[src/design/fft_pkg.sv]
// Package for the radix-2 FFT engine: widths, constants and the twiddle ROM.
// No dependencies.
package fft_pkg;

  localparam int MaxLog2 = 6;
  localparam int MaxPoints = 64;
  localparam int SampleBits = 16;
  localparam int TwBits = 16;
  localparam int OutBits = 22;
  localparam int AddrBits = 6;
  localparam int WordBits = 2 * OutBits;

  // Quarter sine, Q1.23, 17 entries
  function automatic logic signed [24:0] qsine(input logic [4:0] idx);
    logic signed [24:0] v;
    case (idx)
      5'd0: v = 25'sd0;
      5'd1: v = 25'sd822227;
      5'd2: v = 25'sd1636536;
      5'd3: v = 25'sd2435084;
      5'd4: v = 25'sd3210181;
      5'd5: v = 25'sd3954362;
      5'd6: v = 25'sd4660461;
      5'd7: v = 25'sd5321677;
      5'd8: v = 25'sd5931642;
      5'd9: v = 25'sd6484482;
      5'd10: v = 25'sd6974873;
      5'd11: v = 25'sd7398092;
      5'd12: v = 25'sd7750063;
      5'd13: v = 25'sd8027397;
      5'd14: v = 25'sd8227423;
      5'd15: v = 25'sd8348215;
      default: v = 25'sd8388608;
    endcase
    return v;
  endfunction

  // ROM entry rounded to Q1.15 (17 bits signed so +1.0 fits)
  function automatic logic signed [TwBits:0] rom_entry(input logic [4:0] idx);
    logic signed [24:0] x;
    x = qsine(idx) + 25'sd128;
    return x[24:8];
  endfunction

  // Twiddle for ROM index k (0..31); inverse flips the sine sign
  function automatic logic signed [2*TwBits+1:0] twiddle(input logic [4:0] k,
                                                           input logic inv);
    logic signed [TwBits:0] c, s;
    if (k <= 5'd16) begin
      c = rom_entry(5'd16 - k);
      s = rom_entry(k);
    end else begin
      c = -rom_entry(k - 5'd16);
      s = rom_entry(5'd0 - k);
    end
    return {c, inv ? s : -s};
  endfunction

  typedef struct packed {
    logic load_we;
    logic bfly_rd;
    logic bfly_wr;
    logic out_rd;
    logic scale;
  } fft_cmd_t;

endpackage

[src/design/fft_ctrl.sv]
// FFT sequencer: load, butterfly stages, unload with skid-free output hold.
// Depends on fft_pkg.
module fft_ctrl (
  input  logic                      clk_i,
  input  logic                      rst_ni,
  input  logic                      in_valid,
  output logic                      in_stall,
  input  logic                      out_stall,
  output logic                      out_valid,
  input  logic                      cfg_we,
  input  logic [0:0]                cfg_idx,
  input  logic [2:0]                cfg_data,
  output logic                      inv_o,
  output logic [2:0]                l_o,
  output logic [fft_pkg::AddrBits-1:0] load_addr_o,
  output logic [fft_pkg::AddrBits-1:0] addr_a_o,
  output logic [fft_pkg::AddrBits-1:0] addr_b_o,
  output logic [4:0]                tw_k_o,
  output logic [fft_pkg::AddrBits-1:0] bin_o,
  output logic                      last_o,
  output fft_pkg::fft_cmd_t         cmd_o
);
  import fft_pkg::*;

  typedef enum logic [3:0] {
    S_LOAD = 4'b0001,
    S_BFLY = 4'b0010,
    S_OUT  = 4'b0100,
    S_WAIT = 4'b1000
  } state_e;

  state_e state_q, state_d;
  logic inv_q, inv_d;
  logic [2:0] len_q, len_d;
  logic [6:0] cnt_q, cnt_d;           // load count
  logic [2:0] stg_q, stg_d;           // butterfly stage
  logic [4:0] bf_q, bf_d;             // butterfly within stage
  logic [1:0] ph_q, ph_d;             // butterfly phase
  logic [6:0] oc_q, oc_d;             // output read pointer
  logic       rdp_q;                  // output read in flight
  logic [6:0] n;
  logic [2:0] l;
  logic [5:0] brev;
  logic [5:0] pos;
  logic [5:0] m, j;
  logic       out_busy;

  // active length
  always_comb begin
    l = (len_q == 3'd0) ? 3'd1 : (len_q > 3'(MaxLog2)) ? 3'(MaxLog2) : len_q;
    n = 7'd1 << l;
  end
  assign inv_o = inv_q;
  assign l_o = l;

  // bit-reversed load address
  always_comb begin
    pos = (cnt_q >= n) ? 6'd0 : cnt_q[5:0];
    brev = '0;
    for (int b = 0; b < MaxLog2; b++) begin
      if (3'(b) < l) brev[3'(l - 3'd1 - 3'(b))] = pos[b];
    end
  end
  assign load_addr_o = brev;

  // butterfly addressing
  always_comb begin
    m = 6'd1 << stg_q;
    j = 6'(bf_q) & (m - 6'd1);
    addr_a_o = ((6'(bf_q) & ~(m - 6'd1)) << 1) | j;
    addr_b_o = addr_a_o | m;
    tw_k_o = 5'((j << (3'd5 - stg_q)));
  end

  // output stage holds data while stalled; a read issues only when no read
  // is in flight and the output register is free by the next cycle
  assign out_busy = out_valid && out_stall;
  assign in_stall = (state_q != S_LOAD);

  always_comb begin
    state_d = state_q;
    inv_d = inv_q;
    len_d = len_q;
    cnt_d = cnt_q;
    stg_d = stg_q;
    bf_d = bf_q;
    ph_d = ph_q;
    oc_d = oc_q;
    cmd_o = '0;
    if (cfg_we) begin
      if (cfg_idx == 1'b0) inv_d = cfg_data[0];
      else len_d = cfg_data;
    end
    case (state_q)
      S_LOAD: begin
        if (in_valid) begin
          cmd_o.load_we = 1'b1;
          if (7'(pos) + 7'd1 >= n) begin
            cnt_d = '0;
            state_d = S_BFLY;
            stg_d = '0;
            bf_d = '0;
            ph_d = '0;
          end else begin
            cnt_d = 7'(pos) + 7'd1;
          end
        end
      end
      S_BFLY: begin
        // phase 0 read, 1 read data valid, 2 product reg, 3 write
        ph_d = ph_q + 2'd1;
        if (ph_q == 2'd0) cmd_o.bfly_rd = 1'b1;
        if (ph_q == 2'd3) begin
          cmd_o.bfly_wr = 1'b1;
          if (7'(bf_q) + 7'd1 >= (n >> 1)) begin
            bf_d = '0;
            if (stg_q + 3'd1 >= l) begin
              state_d = S_OUT;
              oc_d = '0;
            end else begin
              stg_d = stg_q + 3'd1;
            end
          end else begin
            bf_d = bf_q + 5'd1;
          end
        end
      end
      S_OUT: begin
        // issue a read when the output register will be free
        if (!out_busy && !rdp_q) begin
          cmd_o.out_rd = 1'b1;
          cmd_o.scale = inv_q;
          oc_d = oc_q + 7'd1;
          if (oc_q + 7'd1 >= n) state_d = S_WAIT;
        end
      end
      S_WAIT: begin
        // last beat landed and is being taken
        if (!out_busy && !rdp_q) state_d = S_LOAD;
      end
      default: state_d = S_LOAD;
    endcase
  end
  assign bin_o = oc_q[5:0];
  assign last_o = (oc_q + 7'd1 >= n);

  // out_valid tracks the datapath output register
  logic ov_q, ov_d;
  always_comb begin
    ov_d = ov_q;
    if (rdp_q) ov_d = 1'b1;
    else if (!out_stall) ov_d = 1'b0;
  end
  assign out_valid = ov_q;

  always_ff @(posedge clk_i or negedge rst_ni) begin
    if (!rst_ni) begin
      state_q <= S_LOAD;
      inv_q <= 1'b0;
      len_q <= 3'd6;
      cnt_q <= '0;
      stg_q <= '0;
      bf_q <= '0;
      ph_q <= '0;
      oc_q <= '0;
      rdp_q <= 1'b0;
      ov_q <= 1'b0;
    end else begin
      state_q <= state_d;
      inv_q <= inv_d;
      len_q <= len_d;
      cnt_q <= cnt_d;
      stg_q <= stg_d;
      bf_q <= bf_d;
      ph_q <= ph_d;
      oc_q <= oc_d;
      rdp_q <= cmd_o.out_rd;
      ov_q <= ov_d;
    end
  end
endmodule

[config.mk]
export PLATFORM = sky130hd
export DESIGN_NAME = fft_ctrl
export DESIGN_NICKNAME = d
export VERILOG_FILES = /design/src/design/fft_pkg.sv /design/src/design/fft_ctrl.sv
export SDC_FILE = /design/constraint.sdc
export NUM_CORES = 1
export LEC_CHECK = 0
export BUFFER_PORTS_ARGS = -buffer_cell sky130_fd_sc_hd__buf_2
export CORE_ASPECT_RATIO = 1.75
export CORE_MARGIN = 2
export CORE_UTILIZATION = 45
export CTS_CLUSTER_SIZE = 8
export DETAILED_ROUTE_END_ITERATION = 16
export PLACE_DENSITY = 0.65
export SLEW_MARGIN = 0
export SYNTH_ARGS = -nofsm -noshare
export SYNTH_HDL_FRONTEND = slang
export SYNTH_SLANG_ARGS = --single-unit
[constraint.sdc]
create_clock -name clk_i -period 5.95 [get_ports clk_i]
set_input_delay 1.19 -clock clk_i [delete_from_list [all_inputs] [get_ports clk_i]]
set_output_delay 1.19 -clock clk_i [all_outputs]
set_load 0.01 [all_outputs]
==> metrics.csv <==
stage,metric,value,unit
clocking,post_cts_buffers,0,
synthesis,synth_area_leaders,"dfrtp_1, ha_1, nand2_1",
detailed_routing,vias,3263,
setup_path,end_kind,flop,
clocking,cts_hold_buf,0,
timing,worstMarginPinSlew,0.770,ns
power,leakage,1.96,nW
synthesis,avgSynthCellArea,8.28,um^2
global_route,grt_overflow,0,
detailed_routing,totalWireLength,9.62,mm
synthesis,yosys-top-cells-count,"nand2_1, ha_1, dfrtp_1, nor2_1, inv_1",
timing,max_freq,182,MHz
floorplanning,core-area,0.00762,mm^2
placed_design,place.gp.congestion,0.943,
clocking,insertion_delay,0.28,ns
power,peakVddDrop,158,uV
synthesis,synth_most_common_cell,nand2_1,
setup_path,cp.arrival,5.65,ns
status,status,completed,
floorplanning,rows,42,
synthesis,synth_cells,428,
placed_design,hpwl,7.58,mm
synthesis,yosys.area.top_type,dfrtp_1,
timing,rsz0062_at_grt,false,
synthesis,syn-cell-area,0.00354,mm^2
clocking,cts_root_buf,clkbuf_16,
global_route,grt_pass1_vias,3146,
detailed_routing,vias_per_cell,5.90,
clocking,cts.sinks,34,
synthesis,yosys.cell_types.count,64,
synthesis,synth_edf_count,0,
clocking,path_clk_slew,0.06,ns
synthesis,ys_ff_latch,34,
setup_path,start_kind,flop,
cells_and_area,areaGrowthSynthToFinish,12.3,%
detailed_routing,drc,0,
clocking,cts_tree,built,
clocking,cts_buffers,5,
detailed_routing,drt_pass1_iterations,4,
setup_path,critPathRequiredTime,6.11,ns
synthesis,synth_warnings,0,
timing,relSlewSlack,48.7,%
synthesis,synth_nets,484,
timing,skew,0.00477,ns
clocking,cts_buffer_depth,2,
power,powerDensity,331,mW/mm^2
detailed_routing,drt_iter0_markers,180,
global_route,antenna_found_initial,0,
floorplanning,dieWidth,71.1,um
floorplanning,start_util,46.5,%
setup_path,r2r_slack,0.46,ns
setup_path,worst-setup-path-type,flop to flop,
global_route,grt_pass1_wl,15.4,mm
global_route,grt_use_total,22.8,%
global_route,grt_max_degree,35,
timing,fin_crit_sh,92.3,%
detailed_routing,wl_per_cell,17.4,um
setup_path,path_max_fanout,22,
timing,setup_viol,0,
cells_and_area,final_nets,520,
synthesis,synth.top_cell.area_share,21.9,%
timing,whs,0.527,ns
floorplanning,die-height,121,um
min_path,hold_path_class,flop to flop,
cells_and_area,diodes,0,
placed_design,numPortBuffers,49,
clocking,cts_resized,0,
timing,setup_tns,0,ns
floorplanning,die_area,0.00863,mm^2
timing,min_period,5.49,ns
clocking,htree_levels,2,
cells_and_area,layout-drive-gt1-share,19.6,%
synthesis,synth.yosys.seq_area_share,24.1,%
detailed_routing,drtAntennaViolNets,0,
synthesis,synthArstFlopShare,100,%
floorplanning,io_pins,50,
timing,drv_slew,0,
timing,final_hold_viol_count,0,
synthesis,synth_ff_type,dfrtp_1,
cells_and_area,nFillCells,756,
flow_run,drv_cap,0,
## path summary, 6_finish.rpt
| check | end | start | depth (start not counted) |
|---|---|---|---|
| setup / recovery | state_q[2] | len_q[2] | 21 |
| setup reg to reg | state_q[2] | len_q[2] | 21 |
| min in group asynchronous | cnt_q[5] | rst_ni | 1 |
| hold / removal | inv_o | inv_o | 1 |
| hold reg to reg | inv_o | inv_o | 1 |
| max in group asynchronous | oc_q[0] | rst_ni | 1 |
## cells in the final DEF, fill, tap and decap left out, types with 8 or more instances in the layout
master    count
a21oi_1      20
inv_1        22
xor2_1        8
dfrtp_1      31
ha_1         47
nand3_1      18
xnor2_1       8
nor2b_1      13
nand2_1      48
o21ai_0      17
nor2_1       31
buf_2        49
nand2b_1     13
## cell families (layout without fill, tap and decap cells)
family / Yosys count / in the layout / synth area share (%)
adders and majority gates: 48 / 48 / 16.9
DFF: 34 / 34 / 24.1
and+or+nand+nor: 160 / 160 / 22.9
AOI/OAI and AO/OA: 101 / 101 / 19.5
buffers and inverters: 50 / 87 / 6.18
xor gates and xnor gates: 16 / 16 / 3.95
muxes: 19 / 19 / 6.43
## power breakdown
group          switching, mW  total (mW)  internal [mW]
combinational          0.430       0.716          0.286
clock                 0.0951       0.261          0.165
sequential            0.0645       0.340          0.276
## sequential cells by signal, summed over array words and instances (netlist names)
signal     count
cnt_q          7
oc_q           7
bf_q           5
state_q        4
len_q          3
stg_q          3
ph_q           2
inv_o          1
out_valid      1
rdp_q          1
## through the flow
step | setup slack, ns | power (mW) | util, % | cell area (um^2) | std cells
floorplan | 0.812 | 0.902 | - | 3540 | 428
global placement | 0.470 | 1.04 | 50.1 | 3820 | 545
detailed placement | 0.294 | 1.05 | 50.1 | 3820 | 545
CTS | 0.271 | 1.32 | 52.1 | 3970 | 553
global route | 0.0187 | 1.42 | 52.2 | 3980 | 553
finish | 0.460 | 1.32 | 52.2 | 3980 | 553
## layout make-up
class / count / area, um^2 / share of cell area [%]
Clock buffer: 6 / 139 / 3.49
Tap cell: 88 / 110 / 2.77
Multi-Input combinational cell: 344 / 2470 / 62.2
Sequential cell: 34 / 858 / 21.6
Timing Repair Buffer: 56 / 298 / 7.48
Clock inverter: 2 / 12.5 / 0.314
Inverter: 23 / 86.3 / 2.17
## routing by layer
metal / track usage, % / vias to the layer above / part of all wire, %
met3: 2.41 / 20 / 2.9
li1: - / 1610 / -
met2: 43.3 / 96 / 55
met1: 24.0 / 1537 / 38
met5: 0 / - / 0
met4: 12.0 / 0 / 3.9
## critical path: stages, from the launching register on
cell and delay (ns):
dfstp_4 0.73, inv_1 0.22, maj3_1 0.40, inv_1 0.13
ha_1 0.17, nand2_1 0.15, ha_1 0.34, a211o_1 0.30
o211ai_1 0.12, o211a_2 0.32, and2_1 0.18, ha_1 0.23
nand3_1 0.13, xor2_1 0.17, nor2_1 0.18, ha_1 0.28
a211oi_1 0.23, nor2_1 0.08, a211oi_2 0.21, o21ai_0 0.19
o2111ai_1 0.25, mux2_1 0.36
Power figures use the tool's default switching activity.
